`src/rtl/mhdg_pkg.sv`:
```
// ---------------------------------------------------------------------------
// mhdg_pkg: shared types and constants of the magnetometer heading block
// Register indexes, chip variant codes, datapath widths, the queued word and
// the arctangent table of the CORDIC.
// ---------------------------------------------------------------------------
package mhdg_pkg;

  localparam int CORDIC_STEPS_DEF = 16;
  localparam int TABLE_LEN        = 24;

  localparam int CFG_INDEX_W = 1;
  localparam int CFG_DATA_W  = 16;

  localparam logic [CFG_INDEX_W-1:0] REG_VARIANT = 1'b0;
  localparam logic [CFG_INDEX_W-1:0] REG_DECL    = 1'b1;

  localparam logic [1:0] VARIANT_NONE = 2'd0;
  localparam logic [1:0] VARIANT_LE   = 2'd1;
  localparam logic [1:0] VARIANT_BE   = 2'd2;

  localparam int AXIS_W = 16;
  localparam int XY_W   = 28;
  localparam int ANG_W  = 27;
  localparam int NUM_W  = 34;
  localparam int Q_W    = NUM_W - 16;
  localparam int HD_W   = 18;

  localparam int QUEUE_DEPTH = 4;
  localparam int QPTR_W      = 2;

  localparam logic signed [ANG_W-1:0] HALF_TURN_ANG = 27'sd11796480;
  localparam logic signed [Q_W-1:0]   HALF_TURN_Q   = 18'sd18000;
  localparam logic signed [AXIS_W-1:0] HALF_TURN_DECL = 16'sd18000;
  localparam logic signed [HD_W-1:0]  FULL_TURN_HD  = 18'sd36000;
  localparam logic signed [NUM_W-1:0] CD_PER_DEG    = 34'sd100;
  localparam logic signed [NUM_W-1:0] ROUND_HALF    = 34'sd32768;

  typedef struct packed {
    logic                     ok;
    logic                     zero;
    logic signed [AXIS_W-1:0] x;
    logic signed [AXIS_W-1:0] y;
    logic signed [AXIS_W-1:0] z;
  } item_t;

  function automatic logic signed [ANG_W-1:0] atan_entry(input int idx);
    logic signed [ANG_W-1:0] v;
    unique case (idx)
      0:  v = 27'sd2949120;
      1:  v = 27'sd1740967;
      2:  v = 27'sd919879;
      3:  v = 27'sd466945;
      4:  v = 27'sd234379;
      5:  v = 27'sd117304;
      6:  v = 27'sd58666;
      7:  v = 27'sd29335;
      8:  v = 27'sd14668;
      9:  v = 27'sd7334;
      10: v = 27'sd3667;
      11: v = 27'sd1833;
      12: v = 27'sd917;
      13: v = 27'sd458;
      14: v = 27'sd229;
      15: v = 27'sd115;
      16: v = 27'sd57;
      17: v = 27'sd29;
      18: v = 27'sd14;
      19: v = 27'sd7;
      20: v = 27'sd4;
      21: v = 27'sd2;
      22: v = 27'sd1;
      default: v = '0;
    endcase
    return v;
  endfunction

endpackage

```
`src/rtl/mhdg_front.sv`:
```
// ---------------------------------------------------------------------------
// mhdg_front: input stage
// Accepts a raw read, unpacks the three axes in the layout of the configured
// chip and marks whether the word is valid and whether X and Y are both zero.
// ---------------------------------------------------------------------------
module mhdg_front
  import mhdg_pkg::*;
(
  input  logic        clk,
  input  logic        rst,
  input  logic [1:0]  variant,
  input  logic        s_axis_tvalid,
  output logic        s_axis_tready,
  input  logic [47:0] s_axis_tdata,
  input  logic        s_axis_tuser,
  input  logic        q_full,
  output logic        q_push,
  output item_t       q_item
);

  logic  front_vld;
  item_t front_item;
  item_t item_next;
  logic  accept;

  always_comb begin
    item_next    = '0;
    item_next.ok = s_axis_tuser && (variant == VARIANT_LE || variant == VARIANT_BE);
    unique case (variant)
      VARIANT_LE: begin
        item_next.x = {s_axis_tdata[15:8], s_axis_tdata[7:0]};
        item_next.y = {s_axis_tdata[31:24], s_axis_tdata[23:16]};
        item_next.z = {s_axis_tdata[47:40], s_axis_tdata[39:32]};
      end
      VARIANT_BE: begin
        item_next.x = {s_axis_tdata[7:0], s_axis_tdata[15:8]};
        item_next.z = {s_axis_tdata[23:16], s_axis_tdata[31:24]};
        item_next.y = {s_axis_tdata[39:32], s_axis_tdata[47:40]};
      end
      default: begin
        item_next.x = '0;
        item_next.y = '0;
        item_next.z = '0;
      end
    endcase
    if (!item_next.ok) begin
      item_next.x = '0;
      item_next.y = '0;
      item_next.z = '0;
    end
    item_next.zero = (item_next.x == '0) && (item_next.y == '0);
  end

  assign q_push        = front_vld && !q_full;
  assign s_axis_tready = !front_vld || !q_full;
  assign accept        = s_axis_tvalid && s_axis_tready;
  assign q_item        = front_item;

  always_ff @(posedge clk) begin
    if (rst) begin
      front_vld <= 1'b0;
    end else if (accept) begin
      front_vld <= 1'b1;
    end else if (q_push) begin
      front_vld <= 1'b0;
    end
  end

  always_ff @(posedge clk) begin
    if (accept) begin
      front_item <= item_next;
    end
  end

endmodule

```
`config.mk`:
```
export PLATFORM = sky130hd
export DESIGN_NAME = mhdg_front
export DESIGN_NICKNAME = d
export VERILOG_FILES = /design/src/rtl/mhdg_pkg.sv /design/src/rtl/mhdg_front.sv
export SDC_FILE = /design/constraint.sdc
export NUM_CORES = 1
export LEC_CHECK = 0
export BUFFER_PORTS_ARGS = -buffer_cell sky130_fd_sc_hd__buf_4
export CAP_MARGIN = 20
export CELL_PAD_IN_SITES_DETAIL_PLACEMENT = 0
export CELL_PAD_IN_SITES_GLOBAL_PLACEMENT = 1
export CORE_MARGIN = 3
export CORE_UTILIZATION = 35
export DETAILED_ROUTE_END_ITERATION = 8
export PLACE_DENSITY = 0.89
export RECOVER_POWER = 100
export SYNTH_ARGS = -nofsm -noshare
export SYNTH_HDL_FRONTEND = slang
export SYNTH_SLANG_ARGS = --single-unit
```
`constraint.sdc`:
```
create_clock -name clk -period 2.2 [get_ports clk]
set_clock_uncertainty 0.05 [all_clocks]
set_input_delay 0.22 -clock clk [delete_from_list [all_inputs] [get_ports clk]]
set_output_delay 0.22 -clock clk [all_outputs]
set_load 0.01 [all_outputs]
```
Yosys cells after proc, flatten, opt, wreduce, memory -nomap -nowiden
Index checks and enable logic that the tools add are counted.
{"block": "word_totals", "wordCells": 23, "inputBits": 55, "reg_bits": 51}
{"block": "op_classes", "n_reduce_logical": 11, "n_eq_ne": 2, "n_mux": 4}
{"cell": "$pmux W48 S2", "count": 1}
{"cell": "$mux W48", "count": 1}
{"cell": "$logic_not A16 Y1", "count": 2}
{"cell": "$logic_and A1 B1 Y1", "count": 4}
{"cell": "$eq A2 B1 Y1 const B", "count": 1}
{"cell": "$eq A2 B2 Y1 const B", "count": 1}
{"cell": "$logic_not A1 Y1", "count": 2}
{"cell": "$logic_or A1 B1 Y1", "count": 2}
{"cell": "$mux W1", "count": 2}
{"cell": "$reduce_bool A2 Y1", "count": 1}

Depth between registers and ports, before layout
Gate-level depths: netlist (run 1).
{"block": "depth", "depth_word": 6, "depth_mapped": 8}

Worst setup path after synthesis (run 1)
No wires, ideal clock.
{"block": "synth_timing", "kind": "register -> register", "from": "register front_vld", "to": "register front_item, in the netlist q_item[0], enable pin", "setup_ns": 0.413, "period_less_slack_ns": 2.101, "arrival_time_ns": 1.639, "n_path_buf": 0, "setup_slack_ns": 0.099, "stages_incl_launch_ff": 3, "required_time_ns": 1.737, "cell_sequence": "dfxtp_1 -> nand2_1 -> and2_1"}
{"block": "synth_between", "elab_chain_cells": 3}
{"element": "from (decl)", "line": "mhdg_front.sv:21", "source": "logic front_vld;"}
{"element": "from (signal assigned)", "line": "mhdg_front.sv:61", "source": "front_vld <= 1'b0;"}
{"element": "from (signal assigned)", "line": "mhdg_front.sv:63", "source": "front_vld <= 1'b1;"}
{"element": "from (signal assigned)", "line": "mhdg_front.sv:65", "source": "front_vld <= 1'b0;"}
{"element": "$logic_not A1 Y1", "line": "mhdg_front.sv:55", "source": "assign s_axis_tready = !front_vld || !q_full;"}
{"element": "$logic_or A1 B1 Y1", "line": "mhdg_front.sv:55"}
{"element": "via s_axis_tready", "line": "mhdg_front.sv:13", "source": "output logic s_axis_tready,"}
{"element": "$logic_and A1 B1 Y1", "line": "mhdg_front.sv:56", "source": "assign accept = s_axis_tvalid && s_axis_tready;"}
{"element": "via accept", "line": "mhdg_front.sv:24", "source": "logic accept;"}
{"element": "to (signal assigned)", "line": "mhdg_front.sv:71", "source": "front_item <= item_next;"}
{"element": "to (decl)", "line": "mhdg_front.sv:22", "source": "item_t front_item;"}
The timed path passes the listed nets, and every way through them passes these cells.
A chain may end at the register's enable or synchronous reset.

Worst setup path after layout (run 1)
{"block": "layout_timing", "from": "register front_vld", "to": "register front_item, in the netlist q_item[42], enable pin"}
{"block": "layout_between", "elab_chain_cells": 3}
{"element": "$logic_not A1 Y1", "line": "mhdg_front.sv:55"}
{"element": "$logic_or A1 B1 Y1", "line": "mhdg_front.sv:55"}
{"element": "$logic_and A1 B1 Y1", "line": "mhdg_front.sv:56"}
{"element": "via accept", "line": "mhdg_front.sv:24"}
The timed path passes the listed nets, and every way through them passes these cells.

==> results by group, run 1 <==
Synth
  • Sequential area share after synthesis: 0.641
  • Post-synthesis area per instance: between 10 and 15 µm²
  • Number of cells produced by synthesis: 196
  • Synth cell types: 17
  • Leading post-synthesis cells by cell area: edfxtp_1 (63%), a22oi_1 (14%), nor2_1 (7.7%), a21oi_1 (3.6%), a22oi_2 (2.6%)
  • Most used flip-flop cell after synthesis: edfxtp_1
  • Number of synthesis warnings: 0
  • Seq cells post-synth: a little over 50
  • Top cell type by total area after synthesis: edfxtp_1
  • Share of the synthesized area in the top cell type: 0.632
  • Async set-or-reset flop fraction in the synthesized netlist: 0
  • Number of synthesized flops with an enable pin: 50
  • Synthesized Nets: 253
  • Commonest cells in the synthesized netlist: edfxtp_1 (50), nor2_1 (49), a22oi_1 (43)
  • Cell Area, Synth: 0.00237 mm²
  • Count leader, synth: edfxtp_1

Detailed routing
  • Routed Antenna Nets: 0
  • DRC errors left: 0
  • Drt first pass iters: 4
  • Number of vias after detailed routing: 1,980
  • Via density: between 5 and 6
  • Detailed router's first-iteration violation count: 100
  • Routed wire length: ~5.8 mm
  • WL per Instance: approximately 15 µm

Final layout
  • Final Instance Area: around 0.0032 mm²
  • Share of post-route cells with drive strength above 1: 0.245
  • ANT cells: 0
  • Layout Area Growth over Synthesis: 33.1%
  • Count of nets after finishing: about 350
  • Fillcell total: approximately 650
  • Final core area utilization: 0.489

Pwr
  • Leak pwr: 1.15 nW
  • Ratio of total power to cell area: 678 mW/mm²
  • Worst IR Drop VDD: between 0.2 and 0.3 mV
  • Total power: around 2.1 mW

Run
  • Max Cap Violations: 0

Placed design
  • Count of input and output buffers: 106
  • Total placed instance area: ~0.0033 mm²
  • Placed wire-length estimate: between 4 and 5 mm
  • RD Place Congestion: roughly 0.7

Worst setup path
  • CP Data Required Time: approximately 2.1 ns
  • CP startpoint kind: flip-flop
  • Worst setup slack for register-to-register paths: roughly 0.39 ns
  • Worst r2r path cells: 3
  • Maximum fanout count along the critical path: 50
  • Crit path kind: reg2reg
  • Endpoint of the worst-slack reg-to-reg timing path: q_item[42]
  • Data arrival time of the critical path: approximately 1.7 ns
  • Startpoint of the lowest-slack register-to-register path: front_vld
  • Worst setup path start: front_vld
  • CP Cell Sequence: nand2_1 -> and2_2 -> buf_2
  • Crit. End Element: flip-flop
  • Worst path max stage delay: 0.82 ns
  • Cell with the biggest individual delay on the critical path: buf_2

Global routing
  • Pin count of the biggest net entering global routing: a little over 50
  • Total congestion overflow: 0
  • All-layer global routing usage: 0.143
  • Number of antenna violations at the first check in global routing: 0
  • First-pass GRT wire length: between 8 and 9 mm
  • Vias in the first global route: about 1,900

Clock tree
  • Cell at the root of the clock tree: clkbuf_8
  • Maximum level of the CTS H-tree: 2
  • Count of clock tree sinks: just over 50
  • Clk pin slew, worst setup/hold paths: approximately 0.09 ns
  • CTS-repair resized insts: 0
  • Insertion delay of the later-clocked pin in the worst-skew pair: between 0.2 and 0.3 ns
  • Number of buffers between clock root and the deepest sink: 2
  • CTS tree: done
  • TritonCTS Buffers: 5
  • CTS Hold Buffers Added: 0
  • Total setup buffers inserted after CTS: 0

Outcome
  • Result of the run: finished, final reports clean

Timing
  • Max Fclk: 0.553 GHz
  • Worst hold margin: roughly 0.018 ns
  • Actual transition at the worst max-transition pin: 1.09 ns
  • Max-slew headroom: 0.275
  • Period utilization: 0.822
  • Final slew viol count: 0
  • Accumulated negative setup slack: 0 ns
  • Number of hold violations in the final report: 0
  • Unrepaired setup endpoints after global routing: false
  • Number of setup violations in the final report: 0
  • Final critical delay including setup and external delays: 1.81 ns

Worst hold path
  • Worst Hold End: front_vld
  • Start point of the worst hold path: rst
  • Hold depth: 2
  • Path category of the worst min-delay check: in2reg

Floorplan
  • Die outline area: between 0.007 and 0.008 mm²
  • Starting density of the core: 0.368
  • Horizontal die dimension: ~88 µm
  • Top-Level Pins: 107
  • Core ar.: around 0.0065 mm²
  • Die Ht: slightly below 90 µm
  • Standard-cell rows: 29
-- worst max-delay path: cells and delay by family, from the launching register on --
family | cells | cell delay [ns]
flip-flops | 1 | 0.33
AND/OR/NAND/NOR | 2 | 0.20
buffers and inverters | 1 | 0.82
-- stage by stage --
stage                     worst slack, ns  std cells
after floorplan                    0.0986        196
after global placement              0.263        367
after detailed placement            0.215        367
after CTS                           0.529        375
after global routing                0.271        375
final                               0.392        375
-- how the worst max path moves through the flow --
| stage | to | depth (start not counted) | slack (ns) |
|---|---|---|---|
| 3_5_place_dp | q_item[48] | 8 | 0.22 |
| 2_1_floorplan | q_item[0] | 2 | 0.1 |
| 4_1_cts | q_item[48] | 7 | 0.53 |
| 3_3_place_gp | q_item[48] | 7 | 0.26 |
| 6_report | q_item[42] | 3 | 0.39 |
| 5_1_grt | q_item[21] | 3 | 0.27 |
-- sequential cells by signal, summed over array words and instances (netlist names) --
| name | cells |
|---|---|
| q_item | 50 |
| front_vld | 1 |
-- area by class of cell --
type	count	area (µm²)	share of cell area
multi-input cells	125	742	0.235
repair buffers	111	682	0.216
clock buffers	5	68.8	0.0218
clock inverters	3	38.8	0.0123
inverters	3	11.3	0.00356
well taps	77	96.3	0.0305
flip-flops and latches	51	1520	0.481
-- cells by family (layout without fill, tap and decap cells) --
logic type | after synthesis | count (layout) | share of synthesized area
AO/OA/AOI/OAI | 65 | 65 | 0.198
adder cells (fa/ha/maj) | 2 | 2 | 0.0105
buffers and inverters | 20 | 122 | 0.0495
flip-flops | 51 | 51 | 0.641
AND/OR/NAND/NOR | 58 | 58 | 0.101
-- placed cells by master (no fill, tap or decap) --
| master | synthesis | routed |
|---|---|---|
| a22oi_1 | 43 | 43 |
| nor4_1 | 4 | 4 |
| buf_12 | 0 | 4 |
| a21oi_1 | 17 | 17 |
| bufinv_16 | 0 | 1 |
| and4_1 | 1 | 1 |
| clkbuf_1 | 0 | 53 |
| nor2b_1 | 1 | 1 |
| clkinv_1 | 0 | 1 |
| a22oi_2 | 5 | 5 |
| ha_2 | 0 | 2 |
| nand2_1 | 1 | 1 |
| edfxtp_1 | 50 | 50 |
| clkbuf_8 | 0 | 5 |
| inv_1 | 3 | 3 |
| clkinv_2 | 0 | 1 |
| nor2_1 | 49 | 49 |
| nand2b_1 | 1 | 1 |
| and2_2 | 0 | 1 |
| buf_2 | 10 | 1 |
| dfxtp_1 | 1 | 1 |
| buf_4 | 0 | 53 |
-- metal layers --
| metal | global-route usage | vias up | share of wire |
|---|---|---|---|
| met5 | 0 | - | 0 |
| met4 | 0.0508 | 0 | 0.023 |
| met3 | 0.0428 | 14 | 0.086 |
| met2 | 0.232 | 87 | 0.47 |
| met1 | 0.181 | 933 | 0.42 |
| li1 | - | 946 | - |
-- power by group --
group	internal [mW]	switching, mW
registers	1.14	0.0187
logic	0.156	0.209
clock network	0.333	0.289
(Power assumes the default switching activity.)
==> run 2: changes to the inputs <==
- ABC_AREA: unset -> 1
- CORE_UTILIZATION: 35 -> 31
- PLACE_DENSITY: 0.89 -> 0.86
- clock period: 2.2 -> 1.6 ns (I/O delays scaled with it)
==> results by group, run 2 <==
Global routing
  • Pin count of the biggest net entering global routing: 51 (unchanged)
  • Met1 global-route usage: 0.176 (-0.00542)
  • First-pass GRT wire length: 10.7 mm (+25%)
  • M3 GR Usage: 0.0360 (-0.00678)
  • Vias in the first global route: 2,231 (+20%)
  • Met2 Use GR: 0.240 (+0.00810)
  • Total congestion overflow: 0 (unchanged)
  • All-layer global routing usage: 0.140 (-0.00306)
  • Layer with the highest usage: met2
  • Number of antenna violations at the first check in global routing: 0 (unchanged)

Timing
  • Actual transition at the worst max-transition pin: 0.481 ns (-0.607 ns)
  • Number of hold violations in the final report: 0 (unchanged)
  • Final slew viol count: 0 (unchanged)
  • Final critical delay including setup and external delays: between 1 and 1.5 ns
  • Max Fclk: between 0.7 and 0.8 GHz
  • Max-slew headroom: 0.679 (+0.405)
  • Number of setup violations in the final report: 0 (unchanged)
  • Period utilization: 0.878
  • Minimum setup slack in the final design: 0.195 ns (-0.197 ns)
  • Unrepaired setup endpoints after global routing: false
  • Worst hold margin: 0.113 ns (+0.0956 ns)

Clock tree
  • Number of buffers between clock root and the deepest sink: 2 (unchanged)
  • Clk pin slew, worst setup/hold paths: 0.09 ns (about the same)
  • Count of clock tree sinks: 51 (unchanged)
  • TritonCTS Buffers: 5 (unchanged)
  • CTS Hold Buffers Added: 1 (+1)
  • Total setup buffers inserted after CTS: 0 (unchanged)
  • Cell at the root of the clock tree: clkbuf_8
  • CTS-repair resized insts: 0 (unchanged)
  • Insertion delay of the later-clocked pin in the worst-skew pair: 0.29 ns (about the same)
  • CTS tree: done
  • Maximum level of the CTS H-tree: 2 (unchanged)

Synth
  • Synthesized-area fraction occupied by xor and xnor cells: 0 (unchanged)
  • Synthesized Nets: 351 (+39%)
  • Area fraction in compound gates after synthesis: 0.0821 (-0.116)
  • Simple-gate share of the synthesized area: 0.244 (+0.143)
  • Commonest cells in the synthesized netlist: nand2_1 (151), edfxtp_1 (50), a21oi_1 (34)
  • Post-synthesis area per instance: 8.71 µm² (-28%)
  • Sequential area share after synthesis: 0.594 (-0.0466)
  • Async set-or-reset flop fraction in the synthesized netlist: 0 (unchanged)
  • Most used flip-flop cell after synthesis: edfxtp_1
  • Number of synthesis warnings: 0 (unchanged)
  • Portion of netlist area occupied by mux cells: 0 (unchanged)
  • Synth cell types: 14 (-3)
  • Number of synthesized flops with an enable pin: 50 (unchanged)
  • Seq cells post-synth: 51 (unchanged)
  • Combinational family with the most area after synthesis: simple AND/OR/NAND/NOR gates
  • Leading post-synthesis cells by cell area: edfxtp_1 (59%), nand2_1 (22%), a21oi_1 (6.6%), inv_1 (3.2%), buf_6 (1.8%)
  • Count leader, synth: nand2_1
  • Number of cells produced by synthesis: 294 (+50%)
  • Cell Area, Synth: 0.00256 mm² (+7.9%)
  • Top cell type by total area after synthesis: edfxtp_1
  • Share of the synthesized area in the top cell type: 0.586 (-0.0460)
  • Adder-cell share of the synthesized area: 0.00977 (-0.000767)

Pwr
  • Ratio of total power to cell area: 828 mW/mm² (+22%)
  • Part of the power in registers: 0.559 (+0.019)
  • Total power: 2.84 mW (+33%)
  • Worst IR Drop VDD: 0.359 mV (+32%)
  • Combinational Power Share: 0.187 (+0.017)
  • Switching portion of total power: 0.263 (+0.0226)
  • Leak pwr: 1.56 nW (+36%)
  • Internal: 2.09 mW (+29%)
  • Clock power share: 0.255 (-0.035)
  • Net switching power of the design: 0.749 mW (+45%)

Worst setup path
  • CP startpoint kind: input pin
  • Crit. End Element: flip-flop
  • Worst path max stage delay: 0.26 ns (-0.56 ns)
  • Worst r2r path cells: 2 (-1)
  • Startpoint of the lowest-slack register-to-register path: front_vld
  • CP Data Required Time: 1.69 ns (-0.38 ns)
  • Cell with the biggest individual delay on the critical path: ha_2
  • CP Cell Sequence: buf_4 -> inv_1 -> ha_2 -> nor2_1 -> buf_12 -> inv_1 -> clkbuf_1 -> a21oi_1
  • Endpoint of the most critical setup path: q_item[35]
  • Worst setup path start: variant[0]
  • Most common cell on crit path: inv_1
  • Crit path kind: in2reg
  • Worst setup slack for register-to-register paths: 0.25 ns (-0.14 ns)
  • Data arrival time of the critical path: 1.49 ns (-0.19 ns)
  • Endpoint of the worst-slack reg-to-reg timing path: q_item[34]
  • Maximum fanout count along the critical path: 26 (-48%)

Detailed routing
  • WL per Instance: 13.1 µm (-15%)
  • Routed wire length: 6.60 mm (+14%)
  • Via density: 4.57 (-13%)
  • DRC errors left: 0 (unchanged)
  • Routed Antenna Nets: 0 (unchanged)
  • Detailed router's first-iteration violation count: 104 (+4.0%)
  • Number of vias after detailed routing: 2,305 (+16%)
  • Drt first pass iters: 4 (unchanged)

Final layout
  • Layout Area Growth over Synthesis: 34.0%
  • Fillcell total: 824 (+28%)
  • Total area of multi-input combinational cells: 870 µm² (+17%)
  • Most common library cell in the layout ignoring fill and taps: nand2_1
  • Share of post-route cells with drive strength above 1: 0.177 (-0.0683)
  • Commonest non-fill, non-tap cells in the layout: nand2_1 (151), clkbuf_1 (54), buf_4 (54)
  • Flip-flop count of the largest register, all copies and words added: 50 (unchanged)
  • Register cell area after layout: 0.00152 mm² (unchanged)
  • Count of nets after finishing: 458 (+29%)
  • ANT cells: 0 (unchanged)

Floorplan
  • Die Ht: 96.9 µm (+9.6%)
  • Die outline area: 0.00939 mm² (+20%)
  • Horizontal die dimension: 96.9 µm (+9.6%)
  • Core ar.: 0.00789 mm² (+22%)
  • Top-Level Pins: 107 (unchanged)
  • Standard-cell rows: 32 (+10%)
  • Starting density of the core: 0.325 (-0.0430)

Placed design
  • RD Place Congestion: 0.739 (+5.4%)
  • Worst slack at placement: -0.0119 ns (-0.227 ns)
  • Placed wire-length estimate: 4.80 mm (+14%)
  • Count of input and output buffers: 106 (unchanged)

Run
  • Max Cap Violations: 0 (unchanged)

Worst hold path
  • Path category of the worst min-delay check: in2reg

Outcome
  • Result of the run: finished, final reports clean
run 2: changes by cell type in the layout (fill, tap and decap cells not counted), moves of 5 or more:
cell | before | now
inv_1 | 3 | 22
nand2_1 | 1 | 151
a21oi_1 | 17 | 33
nor2_1 | 49 | 7
a22oi_1 | 43 | 0
a22oi_2 | 5 | 0
run 2: critical path, delay by kind of cell:
kind	cells	cell delay, ns
AOI/OAI and AO/OA	1	0.20
buffers and inverters	5	0.66
adders and majority gates	1	0.26
and+or+nand+nor	1	0.20
run 2: stage by stage:
stage / util / cell area (µm²) / std cells / setup TNS (ns)
after floorplan: - / 2570 / 294 / -2.61
after global placement: 0.451 / 3550 / 495 / 0
after detailed placement: 0.451 / 3550 / 495 / -0.0119
after CTS: 0.462 / 3640 / 504 / 0
after global routing: 0.435 / 3430 / 504 / 0
final: 0.435 / 3430 / 504 / 0
run 2: worst min path at each step:
| stage | from | cells after the start | end | slack (ns) |
|---|---|---|---|---|
| final | q_full | 3 | front_vld | 0.11 |
| after global routing | q_full | 3 | front_vld | 0.13 |
| after CTS | q_full | 3 | front_vld | 0.09 |
| after detailed placement | rst | 2 | front_vld | 0.27 |
| after global placement | rst | 2 | front_vld | 0.26 |
| after floorplan | rst | 1 | front_vld | 0.17 |
run 2: logic make-up after synthesis:
logic type / after synthesis
buffers and inverters: 37
and+or+nand+nor: 162
adders and majority gates: 2
DFF: 51
AOI/OAI and AO/OA: 42
run 2: layout make-up:
class / instances / share of cell area
Clock buffer: 7 / 0.0222
Multi-Input combinational cell: 206 / 0.253
Sequential cell: 51 / 0.443
Tap cell: 102 / 0.0372
Inverter: 22 / 0.0241
Clock inverter: 1 / 0.00146
Timing Repair Buffer: 115 / 0.218
run 2: power groups by stage:
| stage | Sequential, mW | Clock (mW) | Combinational [mW] |
|---|---|---|---|
| global route | 1.60 | 0.817 | 0.598 |
| global placement | 1.62 | 0 | 0.601 |
| CTS | 1.59 | 0.761 | 0.612 |
| finish | 1.59 | 0.723 | 0.531 |
| detailed placement | 1.62 | 0 | 0.609 |
| floorplan | 1.66 | 0 | 0.223 |
run 2: metal layers:
metal / wire length, µm / up-vias
met3: 481 / 5
met4: 63 / 0
met5: 0 / -
li1: - / 1165
met1: 2810 / 1041
met2: 3250 / 94
==> run 3: changes to the inputs <==
--- a/config.mk
+++ b/config.mk
@@ -16,4 +16,5 @@
 export PLACE_DENSITY = 0.86
 export RECOVER_POWER = 100
+export SETUP_SLACK_MARGIN = 0.4
 export SYNTH_ARGS = -nofsm -noshare
 export SYNTH_HDL_FRONTEND = slang
--- a/constraint.sdc
+++ b/constraint.sdc
@@ -3,3 +3,3 @@
 set_input_delay 0.16 -clock clk [delete_from_list [all_inputs] [get_ports clk]]
 set_output_delay 0.16 -clock clk [all_outputs]
-set_load 0.01 [all_outputs]
+set_load 0.005 [all_outputs]
==> results by group, run 3 (synthesis results as in run 2) <==
Outcome
  • Result of the run: finished, final reports clean

Detailed routing
  • Drt first pass iters: 5 (+1)
  • Number of vias after detailed routing: 2,298 (-0.30%)
  • WL per Instance: 13.0 µm (-0.94%)
  • Routed wire length: 6.61 mm (about the same)
  • DRC errors left: 0 (unchanged)
  • M1 WL: 2.86 mm (+1.6%)
  • Via density: 4.51 (-1.3%)
  • Uppermost routed layer: met4
  • Detailed router's first-iteration violation count: 57 (-45%)
  • Detail Route met3 WL: 389 µm (-19%)
  • Routed Antenna Nets: 0 (unchanged)
  • Met2 routed WL: 3.29 mm (+1.3%)

Clock tree
  • Count of clock tree sinks: 51 (unchanged)
  • Number of buffers between clock root and the deepest sink: 2 (unchanged)
  • CTS tree: done
  • Insertion delay of the later-clocked pin in the worst-skew pair: 0.29 ns (about the same)
  • Clk pin slew, worst setup/hold paths: 0.09 ns (about the same)
  • Cell at the root of the clock tree: clkbuf_8
  • Maximum level of the CTS H-tree: 2 (unchanged)
  • TritonCTS Buffers: 5 (unchanged)

Placed design
  • RD Place Congestion: 0.813 (+10%)
  • Placed wire-length estimate: 4.89 mm (+2.0%)
  • Count of input and output buffers: 106 (unchanged)
  • DP Cell Count: 498 (+0.61%)

Timing
  • Accumulated negative setup slack: 0 ns (unchanged)
  • Unrepaired setup endpoints after global routing: true
  • Number of setup violations in the final report: 0 (unchanged)
  • Number of hold violations in the final report: 0 (unchanged)
  • Max Fclk: 0.738 GHz (+3.7%)
  • Period utilization: 0.847 (-0.0311)
  • Final critical delay including setup and external delays: 1.36 ns (-0.0498 ns)
  • Max-slew headroom: 0.755 (+0.0753)
  • Actual transition at the worst max-transition pin: 0.368 ns (-0.113 ns)
  • Final slew viol count: 0 (unchanged)

Floorplan
  • Top-Level Pins: 107 (unchanged)
  • Starting density of the core: 0.325 (unchanged)
  • Horizontal die dimension: 96.9 µm (unchanged)
  • Core ar.: 0.00789 mm² (unchanged)
  • Die outline area: 0.00939 mm² (unchanged)
  • Die Ht: 96.9 µm (unchanged)
  • Standard-cell rows: 32 (unchanged)

Pwr
  • Internal: 2.16 mW (+3.2%)
  • Leak pwr: 1.77 nW (+13%)
  • Part of the power in registers: 0.549 (-0.010)
  • Combinational Power Share: 0.201 (+0.014)
  • Net switching power of the design: 0.738 mW (-1.4%)
  • Clock power share: 0.251 (-0.004)
  • Ratio of total power to cell area: 780 mW/mm² (-5.7%)
  • Switching portion of total power: 0.255 (-0.00873)
  • Worst IR Drop VDD: 0.397 mV (+11%)
  • Total power: 2.90 mW (+2.0%)

Global routing
  • Pin count of the biggest net entering global routing: 51 (unchanged)
  • Vias in the first global route: 2,234 (+0.13%)
  • Number of antenna violations at the first check in global routing: 0 (unchanged)
  • First-pass GRT wire length: 10.9 mm (+1.9%)
  • Total congestion overflow: 0 (unchanged)
  • All-layer global routing usage: 0.142 (+0.00226)

Worst setup path
  • Data arrival time of the critical path: 1.27 ns (-0.22 ns)
  • Crit path kind: reg2reg
  • Maximum fanout count along the critical path: 25 (-3.8%)
  • Worst r2r path cells: 2 (unchanged)
  • CP startpoint kind: flip-flop
  • Cell with the biggest individual delay on the critical path: clkbuf_4
  • Worst path max stage delay: 0.40 ns (+0.14 ns)
  • CP Cell Sequence: a21oi_4 -> clkbuf_4
  • Crit. End Element: flip-flop
  • CP Data Required Time: 1.51 ns (-0.18 ns)
  • Startpoint of the lowest-slack register-to-register path: front_vld
  • Worst setup slack for register-to-register paths: 0.24 ns (about the same)
  • Worst setup path start: front_vld
  • Endpoint of the worst-slack reg-to-reg timing path: q_item[38]
  • Category of cells accounting for the largest share of critical-path delay: buffers and inverters
  • CP bufs+invs: 1 (-4)

Worst hold path
  • Worst Hold End: front_vld
  • Hold depth: 3 (unchanged)
  • Path category of the worst min-delay check: in2reg
  • Start point of the worst hold path: s_axis_tvalid

Final layout
  • Final core area utilization: 0.471 (+0.0355)
  • Register cell area after layout: 0.00152 mm² (unchanged)
  • Count of nets after finishing: 463 (+1.1%)
  • Fillcell total: 748 (-9.2%)
  • ANT cells: 0 (unchanged)
  • Commonest non-fill, non-tap cells in the layout: nand2_1 (138), buf_4 (55), clkbuf_4 (52)
  • Final standard cell count with taps included and fillers excluded: 509 (+0.99%)
  • Layout Area Growth over Synthesis: 44.9%
  • Most common library cell in the layout ignoring fill and taps: nand2_1
  • Flip-flop count of the largest register, all copies and words added: 50 (unchanged)
  • Share of post-route cells with drive strength above 1: 0.351 (+0.175)
  • Total area of multi-input combinational cells: 920 µm² (+5.8%)

Run
  • Max Cap Violations: 0 (unchanged)
-- run 3: cell types whose count changed in the layout (fill, tap and decap cells not counted), moves of 2 or more --
cell,before,now
clkbuf_1,54,3
clkbuf_2,0,2
o21ai_2,0,2
ha_2,2,0
clkbuf_4,1,52
nand2_2,0,13
o21ai_0,4,1
nand2_1,151,138
-- run 3: power groups by stage --
stage                     registers (mW)  clock network [mW]  logic (mW)
after floorplan                     1.63                   0       0.240
after global placement              1.62                   0       0.585
after detailed placement            1.62                   0       0.587
after CTS                           1.59               0.758       0.602
after global routing                1.60               0.828       0.651
final                               1.59               0.726       0.581
-- run 3: what timing repair did --
action / 4_1_cts / 5_1_grt
setup buffers: 0 / 0
pin swaps: 2 / 8
endpoints found under the setup margin: 1 / 38
gates resized for setup: 7 / 10
hold buffers: 1 / 0
endpoints found under the hold margin: 1 / 0
gates cloned: 0 / 2
-- run 3: worst max-delay path by stage --
| stage | end | slack [ns] | cells past startpoint |
|---|---|---|---|
| global route | q_item[37] | 0.18 | 7 |
| global placement | q_item[48] | 0.03 | 10 |
| detailed placement | q_item[48] | -0.001 | 10 |
| floorplan | q_item[0] | -0.05 | 1 |
| CTS | q_item[48] | 0.39 | 10 |
| finish | q_item[38] | 0.24 | 2 |
-- run 3: final cells by class --
cell class	count	area share
sequential	51	0.410
timing repair buffer	120	0.262
multi-input combinational	206	0.248
tap	102	0.0344
inverter	22	0.0229
clock buffer	6	0.0195
clock inverter	2	0.00337
-- run 3: stage by stage --
step / hold slack (ns) / worst slack (ns) / cell area, µm²
3_5_place_dp: 0.262 / -0.00114 / 3600
5_1_grt: 0.110 / 0.176 / 3710
6_report: 0.113 / 0.245 / 3710
2_1_floorplan: 0.172 / -0.0522 / 2630
4_1_cts: 0.103 / 0.394 / 3720
3_3_place_gp: 0.260 / 0.0287 / 3600
-- run 3: per-layer routing --
metal	vias up	GRT usage
li1	1176	-
met1	1032	0.182
met2	84	0.236
met3	6	0.0368
met4	0	0.0410
met5	-	0
-- run 3: worst reg2reg max path: cells and delay by family (launching register included) --
kind | cells | cell delay (ns)
buffers and inverters | 1 | 0.40
DFF | 1 | 0.35
AOI/OAI and AO/OA | 1 | 0.21
